### src/rtl/kmsd_pkg.sv
// Shared types, key codes and decode tables of the key matrix scan decoder.
`default_nettype none

package kmsd_pkg;

    localparam int NumRows = 12;
    localparam int RowBits = 8;

    typedef logic [NumRows-1:0][RowBits-1:0] matrix_t;
    typedef logic [3:0]                      row_idx_t;
    typedef logic [2:0]                      bit_idx_t;
    typedef logic [7:0]                      code_t;
    typedef logic [6:0]                      count_t;

    // Modifier key positions
    localparam row_idx_t SHIFT_ROW = 4'd2;
    localparam bit_idx_t SHIFT_BIT = 3'd5;
    localparam row_idx_t CAPS_ROW  = 4'd8;
    localparam bit_idx_t CAPS_BIT  = 3'd6;
    localparam row_idx_t ALT_ROW   = 4'd10;
    localparam bit_idx_t ALT_BIT   = 3'd7;

    // Keys that never count as down: shift, caps lock, alt
    localparam matrix_t MOD_MASK = {8'h00, 8'h80, 8'h00, 8'h40, 8'h00, 8'h00,
                                    8'h00, 8'h00, 8'h00, 8'h20, 8'h00, 8'h00};

    localparam count_t ROLLOVER_RESET = 7'd3;
    localparam count_t PRESSED_MAX    = 7'd93;

    // Alt reduces this code range to its low five bits
    localparam code_t ALT_LOW  = 8'd32;
    localparam code_t ALT_HIGH = 8'd95;
    localparam code_t CASE_GAP = 8'h20;

    // Special key codes
    localparam code_t K_NONE   = 8'h00;
    localparam code_t K_TAB    = 8'h09;
    localparam code_t K_CR     = 8'h0D;
    localparam code_t K_ESC    = 8'h1B;
    localparam code_t K_DQUOTE = 8'h22;
    localparam code_t K_QUOTE  = 8'h27;
    localparam code_t K_DEL    = 8'h7F;
    localparam code_t K_F1     = 8'h80;
    localparam code_t K_F2     = 8'h81;
    localparam code_t K_F3     = 8'h82;
    localparam code_t K_F4     = 8'h83;
    localparam code_t K_F5     = 8'h84;
    localparam code_t K_F7     = 8'h86;
    localparam code_t K_PASTE  = 8'h90;
    localparam code_t K_COPY   = 8'h91;
    localparam code_t K_CUT    = 8'h92;
    localparam code_t K_PRINT  = 8'h93;
    localparam code_t K_EXIT   = 8'h94;
    localparam code_t K_PLUS   = 8'h95;
    localparam code_t K_MINUS  = 8'h96;
    localparam code_t K_DELR   = 8'h97;
    localparam code_t K_CANCEL = 8'h98;
    localparam code_t K_DOT    = 8'h99;
    localparam code_t K_STOP   = 8'h9A;
    localparam code_t K_POUND  = 8'hA3;
    localparam code_t K_HALF   = 8'hBD;

    // Indexed [row][7 - bit]
    localparam code_t PLAIN_TABLE [NumRows][RowBits] = '{
        '{"2", "3", "6", "9", K_PASTE, K_F1, "0", K_F3},
        '{"1", "5", "4", "8", K_COPY, K_CUT, K_PRINT, K_EXIT},
        '{K_PLUS, K_HALF, K_NONE, "7", "#", K_CR, "]", K_DELR},
        '{".", "/", ";", "$", "p", "[", "-", "="},
        '{",", "m", "k", "l", "i", "o", "9", "0"},
        '{" ", "n", "j", "h", "y", "u", "7", "8"},
        '{"v", "b", "f", "g", "t", "r", "5", "6"},
        '{"x", "c", "d", "s", "w", "e", "3", "4"},
        '{"z", K_NONE, "a", K_TAB, "q", K_ESC, "2", "1"},
        '{K_DEL, ".", K_CR, K_F7, K_MINUS, K_CANCEL, K_NONE, K_F5},
        '{K_NONE, K_NONE, K_NONE, K_NONE, K_NONE, K_NONE, K_NONE, K_NONE},
        '{K_NONE, K_NONE, K_NONE, K_NONE, K_NONE, K_NONE, K_NONE, K_NONE}
    };

    localparam code_t SHIFT_TABLE [NumRows][RowBits] = '{
        '{"2", "3", "6", "9", K_PASTE, K_F2, "0", K_F4},
        '{"1", "5", "4", "8", K_COPY, K_CUT, K_PRINT, K_EXIT},
        '{K_PLUS, "@", K_NONE, "7", ">", K_CR, "}", K_DELR},
        '{K_DOT, "?", ":", "<", "P", "{", "_", "+"},
        '{K_QUOTE, "M", "K", "L", "I", "O", "(", ")"},
        '{" ", "N", "J", "H", "Y", "U", "&", "*"},
        '{"V", "B", "F", "G", "T", "R", "%", "^"},
        '{"X", "C", "D", "S", "W", "E", K_POUND, "$"},
        '{"Z", K_NONE, "A", K_TAB, "Q", K_STOP, K_DQUOTE, "!"},
        '{K_NONE, K_NONE, K_NONE, K_NONE, K_NONE, K_NONE, K_NONE, K_NONE},
        '{K_NONE, K_NONE, K_NONE, K_NONE, K_NONE, K_NONE, K_NONE, K_NONE},
        '{K_NONE, K_NONE, K_NONE, K_NONE, K_NONE, K_NONE, K_NONE, K_NONE}
    };

    typedef struct packed {
        count_t keys_down;
        logic   caps_lock;
        count_t rollover_limit;
    } scan_state_t;

    typedef struct packed {
        logic   code_valid;
        code_t  key_code;
        count_t pressed_count;
        logic   caps_toggle;
    } scan_result_t;

endpackage

`default_nettype wire

### src/rtl/key_matrix_scan_decoder.sv
// Top level of the key matrix scan decoder: input register, decode, result register.
//
// Usage:
//   Input channel (s_valid/s_ready): one item is a 12 x 8 matrix snapshot on
//   s_row_0 .. s_row_11, a set bit meaning the key is down.
//   Result channel (m_valid/m_ready): every item yields exactly one result:
//   m_code_valid, m_key_code and m_pressed_count.
//   Configuration: cfg_we writes cfg_wdata into the rollover limit (reset 3);
//   write it only while no item is in flight.
// Timing:
//   An item is held in the input register, then the compare, count and
//   table lookup run in one combinational pass into the result register,
//   which drives m_valid. One item per cycle is sustained while m_ready
//   stays high: the stored snapshot and key count are updated as each item
//   leaves the input register, so the next item sees them while it is held
//   there.
// Reset (aresetn low, synchronous): clears the stored snapshot, key count,
//   caps lock, both valid flags, and sets the rollover limit to 3.
// Stall: while m_ready is low the result holds; the input register keeps
//   accepting until it too is full, then s_ready drops.
`default_nettype none

module key_matrix_scan_decoder (
    input  wire logic       aclk,
    input  wire logic       aresetn,
    // configuration
    input  wire logic       cfg_we,
    input  wire logic [6:0] cfg_wdata,
    // input items
    input  wire logic       s_valid,
    output logic            s_ready,
    input  wire logic [7:0] s_row_0,
    input  wire logic [7:0] s_row_1,
    input  wire logic [7:0] s_row_2,
    input  wire logic [7:0] s_row_3,
    input  wire logic [7:0] s_row_4,
    input  wire logic [7:0] s_row_5,
    input  wire logic [7:0] s_row_6,
    input  wire logic [7:0] s_row_7,
    input  wire logic [7:0] s_row_8,
    input  wire logic [7:0] s_row_9,
    input  wire logic [7:0] s_row_10,
    input  wire logic [7:0] s_row_11,
    // result items
    output logic            m_valid,
    input  wire logic       m_ready,
    output logic            m_code_valid,
    output logic [7:0]      m_key_code,
    output logic [6:0]      m_pressed_count
);

    kmsd_pkg::matrix_t     s_rows;
    kmsd_pkg::matrix_t     in_rows_reg;
    logic                  in_valid_reg;
    kmsd_pkg::matrix_t     prev_rows_reg;
    kmsd_pkg::count_t      keys_down_reg;
    logic                  caps_lock_reg;
    kmsd_pkg::count_t      limit_reg;
    logic                  out_valid_reg;
    logic                  out_code_valid_reg;
    kmsd_pkg::code_t       out_key_code_reg;
    kmsd_pkg::count_t      out_count_reg;

    kmsd_pkg::scan_state_t  scan_state;
    kmsd_pkg::scan_result_t scan_result;

    logic out_free;
    logic advance;
    logic accept;

    assign s_rows = {s_row_11, s_row_10, s_row_9, s_row_8, s_row_7, s_row_6,
                     s_row_5, s_row_4, s_row_3, s_row_2, s_row_1, s_row_0};

    // Result slot is free when empty or being drained this cycle
    assign out_free = !out_valid_reg || m_ready;
    // Move the held item into the result register
    assign advance  = in_valid_reg && out_free;
    assign s_ready  = !in_valid_reg || out_free;
    assign accept   = s_valid && s_ready;

    assign scan_state.keys_down      = keys_down_reg;
    assign scan_state.caps_lock      = caps_lock_reg;
    assign scan_state.rollover_limit = limit_reg;

    kmsd_decode u_decode (
        .cur_rows  (in_rows_reg),
        .prev_rows (prev_rows_reg),
        .state     (scan_state),
        .result    (scan_result)
    );

    // Input stage control
    always_ff @(posedge aclk) begin
        if (!aresetn) begin
            in_valid_reg <= 1'b0;
        end else if (accept) begin
            in_valid_reg <= 1'b1;
        end else if (advance) begin
            in_valid_reg <= 1'b0;
        end
    end

    // Input payload: capture on accept, hold otherwise
    always_ff @(posedge aclk) begin
        if (accept) begin
            in_rows_reg <= s_rows;
        end
    end

    // Scan state advances once per item, as the item enters the result register
    always_ff @(posedge aclk) begin
        if (!aresetn) begin
            prev_rows_reg <= '0;
            keys_down_reg <= '0;
            caps_lock_reg <= 1'b0;
        end else if (advance) begin
            prev_rows_reg <= in_rows_reg;
            keys_down_reg <= scan_result.pressed_count;
            caps_lock_reg <= caps_lock_reg ^ scan_result.caps_toggle;
        end
    end

    // Rollover limit register
    always_ff @(posedge aclk) begin
        if (!aresetn) begin
            limit_reg <= kmsd_pkg::ROLLOVER_RESET;
        end else if (cfg_we) begin
            limit_reg <= cfg_wdata;
        end
    end

    // Result stage control
    always_ff @(posedge aclk) begin
        if (!aresetn) begin
            out_valid_reg <= 1'b0;
        end else if (advance) begin
            out_valid_reg <= 1'b1;
        end else if (m_ready) begin
            out_valid_reg <= 1'b0;
        end
    end

    // Result payload: load on advance, hold while stalled
    always_ff @(posedge aclk) begin
        if (advance) begin
            out_code_valid_reg <= scan_result.code_valid;
            out_key_code_reg   <= scan_result.key_code;
            out_count_reg      <= scan_result.pressed_count;
        end
    end

    assign m_valid         = out_valid_reg;
    assign m_code_valid    = out_code_valid_reg;
    assign m_key_code      = out_key_code_reg;
    assign m_pressed_count = out_count_reg;

endmodule

`default_nettype wire

### src/rtl/kmsd_decode.sv
// Snapshot compare, key count update and key code lookup for one matrix scan.
`default_nettype none

module kmsd_decode (
    input  kmsd_pkg::matrix_t      cur_rows,
    input  kmsd_pkg::matrix_t      prev_rows,
    input  kmsd_pkg::scan_state_t  state,
    output kmsd_pkg::scan_result_t result
);

    kmsd_pkg::matrix_t    rose;
    kmsd_pkg::matrix_t    fell;
    kmsd_pkg::count_t     up_count;
    kmsd_pkg::count_t     down_count;
    kmsd_pkg::count_t     keys_next;
    kmsd_pkg::bit_idx_t   row_lsb [kmsd_pkg::NumRows];
    logic                 found;
    kmsd_pkg::row_idx_t   hit_row;
    kmsd_pkg::bit_idx_t   hit_bit;
    kmsd_pkg::bit_idx_t   col;
    kmsd_pkg::code_t      raw_code;
    kmsd_pkg::code_t      alt_code;
    kmsd_pkg::code_t      final_code;
    logic                 decode_ok;
    logic                 caps_key;

    assign rose       = cur_rows & ~prev_rows;
    assign fell       = prev_rows & ~cur_rows;
    assign up_count   = 7'($countones(rose & ~kmsd_pkg::MOD_MASK));
    assign down_count = 7'($countones(fell & ~kmsd_pkg::MOD_MASK));
    assign keys_next  = state.keys_down + up_count - down_count;

    // Lowest newly set bit of each row
    always_comb begin
        for (int r = 0; r < kmsd_pkg::NumRows; r++) begin
            row_lsb[r] = '0;
            for (int b = kmsd_pkg::RowBits - 1; b >= 0; b--) begin
                if (rose[r][b]) begin
                    row_lsb[r] = 3'(b);
                end
            end
        end
    end

    // Highest row with a new press wins
    always_comb begin
        found   = 1'b0;
        hit_row = '0;
        hit_bit = '0;
        for (int r = 0; r < kmsd_pkg::NumRows; r++) begin
            if (|rose[r]) begin
                found   = 1'b1;
                hit_row = 4'(r);
                hit_bit = row_lsb[r];
            end
        end
    end

    assign col      = ~hit_bit;
    assign raw_code = cur_rows[kmsd_pkg::SHIFT_ROW][kmsd_pkg::SHIFT_BIT]
                    ? kmsd_pkg::SHIFT_TABLE[hit_row][col]
                    : kmsd_pkg::PLAIN_TABLE[hit_row][col];

    always_comb begin
        alt_code = raw_code;
        if (cur_rows[kmsd_pkg::ALT_ROW][kmsd_pkg::ALT_BIT]
            && raw_code inside {[kmsd_pkg::ALT_LOW:kmsd_pkg::ALT_HIGH]}) begin
            alt_code = {3'b000, raw_code[4:0]};
        end
        final_code = alt_code;
        if (state.caps_lock && alt_code inside {["a":"z"]}) begin
            final_code = alt_code - kmsd_pkg::CASE_GAP;
        end
    end

    assign decode_ok = found && (keys_next < state.rollover_limit);
    assign caps_key  = (hit_row == kmsd_pkg::CAPS_ROW) && (hit_bit == kmsd_pkg::CAPS_BIT);

    always_comb begin
        result.code_valid    = decode_ok && !caps_key;
        result.key_code      = (decode_ok && !caps_key) ? final_code : kmsd_pkg::K_NONE;
        result.pressed_count = keys_next;
        result.caps_toggle   = decode_ok && caps_key;
    end

endmodule

`default_nettype wire

### config.mk
export PLATFORM = sky130hd
export DESIGN_NAME = key_matrix_scan_decoder
export DESIGN_NICKNAME = d
export VERILOG_FILES = /design/src/rtl/kmsd_pkg.sv /design/src/rtl/key_matrix_scan_decoder.sv /design/src/rtl/kmsd_decode.sv
export SDC_FILE = /design/constraint.sdc
export NUM_CORES = 1
export LEC_CHECK = 0
export ABC_AREA = 0
export BUFFER_PORTS_ARGS = -buffer_cell sky130_fd_sc_hd__buf_2
export CAP_MARGIN = 30
export CORE_MARGIN = 3
export CORE_UTILIZATION = 57
export DETAILED_ROUTE_END_ITERATION = 7
export PLACE_DENSITY = 0.78
export SYNTH_ARGS = -nofsm -noshare
export SYNTH_HDL_FRONTEND = slang
export SYNTH_SLANG_ARGS = --single-unit
### constraint.sdc
create_clock -name aclk -period 8.8 [get_ports aclk]
set_input_delay 1.76 -clock aclk [delete_from_list [all_inputs] [get_ports aclk]]
set_output_delay 1.76 -clock aclk [all_outputs]
set_load 0.05 [all_outputs]
==> results of run 1 <==
[path summary, 6_finish.rpt]
path,to,slack (ns),cells past startpoint
min reg2reg,prev_rows_reg[71],0.47,2
max reg2reg,m_key_code[7],0.06,36
max,m_key_code[7],0.06,36
min,prev_rows_reg[71],0.47,2
[cells in the mapped netlist, drive strengths merged (32+ instances only)]
cell	number
nor2	53
a21boi	102
dfxtp	113
a21oi	60
fa	193
o21ai	53
ha	210
edfxtp	112
inv	406
nor3	32
nor2b	137
clkbuf	50
nand2b	61
nand2	263
[critical path, delay by kind of cell (launching register included)]
family                   cells  cell delay (ns)
flip-flops                   1             0.32
adder cells (fa/ha/maj)     14             6.18
AND/OR/NAND/NOR              7             0.94
buffers and inverters       11             0.61
AO/OA/AOI/OAI                4             0.40
[placed cells by master (no fill, tap or decap), drive strengths merged, types with 60 or more instances in the layout]
master and n:
a21boi 102, a21oi 60, buf 236, dfxtp 113, edfxtp 112, fa 193, ha 210, inv 409
nand2 263, nand2b 62, nor2b 137
[metal layers]
layer | vias up | share of wire
met5 | - | 0
met4 | 0 | 0.041
met3 | 120 | 0.082
met2 | 704 | 0.45
met1 | 7969 | 0.43
li1 | 7442 | -
[layout make-up]
cell class / count / share of cell area
clock buffers: 30 / 0.02944
clock inverters: 14 / 0.007804
well taps: 455 / 0.02449
repair buffers: 236 / 0.06448
multi-input cells: 1450 / 0.5659
flip-flops and latches: 225 / 0.2420
inverters: 407 / 0.06582
[cells by family after synthesis]
kind of cell	synth area share
and+or+nand+nor	0.1589
buffers and inverters	0.09449
adders and majority gates	0.3181
AOI/OAI and AO/OA	0.1414
DFF	0.2757
xor gates and xnor gates	0.006868
muxes	0.004476
[repair_timing]
action                                  in CTS  in global routing
resized for setup                            6                 98
pin swaps                                    0                 43
cloned                                       0                  1
endpoints found under the setup margin       7                 10
setup buffers                                0                 19
[stage by stage]
step	instances	hold WS (ns)
finish	2817	0.4704
CTS	2797	0.4728
detailed placement	2753	0.4645
global route	2817	0.4988
global placement	2750	0.4495
floorplan	2158	0.4386
==> run summary, run 1 <==
number of vias per cell -> 5.763
Sinks on Clock Net -> 225
wire per inst -> 22.14 um
GR Layer Usage met1 -> 0.4569
CP startpoint -> prev_rows_reg[36]
Final ANT Viol Nets -> 0
share of cells above drive strength 1 -> 0.1787
Vias -> 16240
CTS Buf Count -> 25
Final Cycle Share -> 0.9928
initial antenna violation count -> 1
post-synth top area cell -> fa_1
Setup crit end kind -> flop
vias in the first global route -> 16120
Cell Area, Placed -> 21950 um^2
Synth async-reset ratio -> 0
fin worst setup slack -> 0.06373 ns
status -> finished clean
Clock Tree Buf Depth -> 3
Area Growth Syn to Fin -> 13.93%
Avg Cell Area, Syn -> 9.455 um^2
core area -> 34880 um^2
H-tree levels -> 1
first-pass GRT wire length -> 93.84 mm
# Max-Cap Violations -> 0
ys flop type -> dfxtp_1
top cell type's share of synthesized area -> 0.1894
final RePlAce weighted congestion -> 1.034
Worst Tran Pin Value -> 0.9082 ns
total routed wirelength -> 62.37 mm
setup slack after placement -> -0.1130 ns
Synth area leaders -> fa_1, edfxtp_1, ha_1, dfxtp_1, inv_1
Post-synth EDFFs -> 112
hold buffers post-CTS -> 0
final hold vios -> 0
Synth Net Count -> 2669
r2r startpoint -> prev_rows_reg[36]
# DRC -> 0
Setup Skew -> 0.01426 ns
Total GRT Usage -> 0.3198
Layout Utilization -> 0.6664
gr ovfl total -> 0
Worst-path clk slew -> 0.07 ns
Critical-path top delay cell -> fa_1
Die Area -> 38100 um^2
worst endpoint required time -> 9.12 ns
Yosys cell types -> 105
first drt pass iteration count -> 5
post-synthesis sequential area ratio -> 0.2757
io pins -> 126
die width -> 195.2 um
WS Path Type -> reg2reg
multi-input logic area -> 13160 um^2
final setup vio count -> 0
setup TNS -> 0 ns
FF/Latch Area -> 5627 um^2
Yosys warning count -> 0
fin nets -> 2856
hold wc startpoint -> prev_rows_reg[71]
largest net degree at the start of global routing -> 81
Rows -> 68
critical path peak fanout -> 5
Crit path largest cell delay -> 0.58 ns
post-route cell area -> 23250 um^2
Detailed Place HPWL -> 49.23 mm
met2 Use GR -> 0.4983
Post-Syn Area -> 20400 um^2
synthesis-stage register bit count -> 225
DIE HEIGHT -> 195.2 um
min-delay worst type -> reg2reg
Initial DRC Count -> 1390
CP Launch Type -> flop
Slew HR -> 0.3869
Arr. time, crit path -> 9.05 ns
gr busiest metal -> met2
Fmax -> 114.5 MHz
PortBufs -> 125
GR met3 Demand/Resource -> 0.06056
Mapped Cells -> 2158
fin crit period -> 8.736 ns
ANT cells -> 0
CTS tree -> done
Max Slew Vio Count -> 0
Initial Utilization -> 0.5849
Skew-Pair Late Insertion Delay -> 0.56 ns
Root Buffer Master -> clkbuf_16
number of fill cells in the layout -> 2772
crit-path most repeated cell -> fa_1
RSZ-0062 raised after global routing -> true
Power of run 1 is not shown: default switching activity piles up to over one toggle a cycle in this logic, so the estimate is an artifact.
==> inputs of run 2 (changes only) <==
CORE_UTILIZATION = 35   (was 57)
PLACE_DENSITY = unset   (was 0.78)
SKIP_CTS_REPAIR_TIMING = 1   (was unset)
SYNTH_HIERARCHICAL = 1   (was unset)
==> run summary, run 2 <==
Arr. time, crit path -> 9.54 ns
top cell type's share of synthesized area -> 0.1992
wire per inst -> 20.26 um
# DRC -> 0
# Max-Cap Violations -> 0
final RePlAce weighted congestion -> 0.9491
r2r startpoint -> in_rows_reg[29]
initial antenna violation count -> 0
CP Launch Type -> flop
Crit Reg-Reg Endpoint -> m_key_code[5]
hold wc startpoint -> prev_rows_reg[70]
crit-path most repeated cell -> fa_1
post-synth top area cell -> fa_1
status -> finished with violations
number of vias per cell -> 5.096
Area Growth Syn to Fin -> 18.66%
Total GRT Usage -> 0.2040
Synth Area in Simple Gates -> 0.1955
WS Path Type -> reg2reg
Synth Area in Compound Gates -> 0.1023
RSZ-0062 raised after global routing -> true
failing checks -> setup timing
most numerous cell in the Yosys netlist -> nand2_1
Root Buffer Master -> clkbuf_16
ys flop type -> dfxtp_1
final setup vio count -> 10
Initial Utilization -> 0.3571
min-delay worst type -> reg2reg
mux cell area share after synthesis -> 0.06921
Skew-Pair Late Insertion Delay -> 0.58 ns
Hold Crit Endpoint -> prev_rows_reg[70]
Synth Area in Adders -> 0.2381
Mapped Cells -> 1770
Final Cycle Share -> 1.033
H-tree levels -> 1
commonest non-fill, non-tap cell in the layout -> nand2_1
xor/xnor share of the synthesized area -> 0.005477
Max Slew Vio Count -> 0
Synth Net Count -> 2107
Cell Area, Placed -> 19840 um^2
share of cells above drive strength 1 -> 0.1983
post-route cell area -> 20870 um^2
Fmax -> 110.0 MHz
Synth area leaders -> fa_1, edfxtp_1, dfxtp_1, mux2i_1, nand2_1
CP startpoint -> in_rows_reg[29]
Slew HR -> 0.2456
Critical-path top delay cell -> fa_1
gr ovfl total -> 0
Post-Syn Area -> 17590 um^2
post-synthesis sequential area ratio -> 0.3198
ANT cells -> 0
CTS tree -> done
fin worst setup slack -> -0.2884 ns
Yosys cell types -> 97
vias in the first global route -> 14040
Clock Tree Buf Depth -> 3
Rows -> 81
Crit path largest cell delay -> 0.59 ns
Worst Tran Pin Value -> 1.124 ns
R2R depth -> 37
Synth async-reset ratio -> 0
total routed wirelength -> 54.83 mm
CTS Buf Count -> 28
first drt pass iteration count -> 5
io pins -> 126
setup TNS -> -1.486 ns
core area -> 49250 um^2
Initial DRC Count -> 882
Worst-path clk slew -> 0.06 ns
most frequent cells in the layout -> nand2_1, inv_1, fa_1
most frequent cells after synthesis -> nand2_1, inv_1, fa_1, nand2b_1, mux2i_1
fin crit period -> 9.088 ns
largest net degree at the start of global routing -> 120
Post-synth EDFFs -> 112
PortBufs -> 125
Vias -> 13790
R2R setup slack -> -0.29 ns
Setup Skew -> 0.03714 ns
Avg Cell Area, Syn -> 9.938 um^2
Yosys warning count -> 6
hold path depth -> 2
Sinks on Clock Net -> 225
worst endpoint required time -> 9.25 ns
number of fill cells in the layout -> 4845
synthesis-stage register bit count -> 225
fin nets -> 2357
DIE HEIGHT -> 230.2 um
die width -> 230.2 um
critical path peak fanout -> 4
first-pass GRT wire length -> 83.46 mm
Final ANT Viol Nets -> 0
Die Area -> 52990 um^2
Setup crit end kind -> flop
final hold vios -> 0
Detailed Place HPWL -> 43.35 mm
largest family of logic cells by synthesized area -> adder cells
-- run 2: cell types whose count changed after synthesis, sizes merged, moves of 12 or more --
cell	change
inv	-211
ha	-156
mux2i	+111
a21boi	-97
nand2b	+65
nor2b	-52
fa	-18
nand2	+18
clkbuf	-17
nand3	-13
nor3	-13
buf	+12
-- run 2: worst max path at each step --
stage | end | cells past startpoint
after CTS | caps_lock_reg | 35
final | m_key_code[5] | 37
after floorplan | m_key_code[7] | 37
after detailed placement | caps_lock_reg | 35
after global routing | m_key_code[7] | 38
after global placement | caps_lock_reg | 35
-- run 2: kinds of logic (layout without fill, tap and decap cells) --
group	count (synthesis)	in the layout
xor+xnor	11	11
mux	121	121
simple gates	661	661
buf+inv	267	539
flops	225	225
fa+ha+maj	230	230
compound gates	255	255
-- run 2: cell type report --
| class | instances | area, um^2 | share of cell area |
|---|---|---|---|
| multi-input combinational | 1278 | 10870 | 0.5207 |
| sequential | 225 | 5625 | 0.2695 |
| inverter | 195 | 737.0 | 0.03531 |
| clock buffer | 36 | 740.7 | 0.03549 |
| clock inverter | 16 | 126.4 | 0.006054 |
| timing repair buffer | 292 | 1943 | 0.09309 |
| tap | 664 | 830.8 | 0.03980 |
-- run 2: worst max-delay path, delay by kind of cell, from the launching register on --
family	cells	cell delay, ns
and+or+nand+nor	5	0.47
buffers and inverters	11	0.75
AOI/OAI and AO/OA	6	0.86
DFF	1	0.39
xor gates and xnor gates	1	0.13
adders and majority gates	14	6.36
-- run 2: routing by layer --
layer,part of all wire,vias to the layer above,GRT usage
li1,-,6477,-
met1,0.43,6796,0.2722
met2,0.48,415,0.3429
met3,0.049,101,0.02391
met4,0.037,0,0.07229
met5,0,-,0
-- run 2: per-stage QoR --
step / util / setup slack (ns) / hold WS, ns / instances
floorplan: - / 0.004841 / 0.4296 / 1770
global placement: 0.4027 / -0.3782 / 0.4374 / 2646
detailed placement: 0.4027 / -0.5636 / 0.4472 / 2646
CTS: 0.4203 / -0.5549 / 0.4523 / 2698
global route: 0.4238 / -0.7508 / 0.4770 / 2706
finish: 0.4238 / -0.2884 / 0.4490 / 2706
Power of run 2 is left out for the same reason.
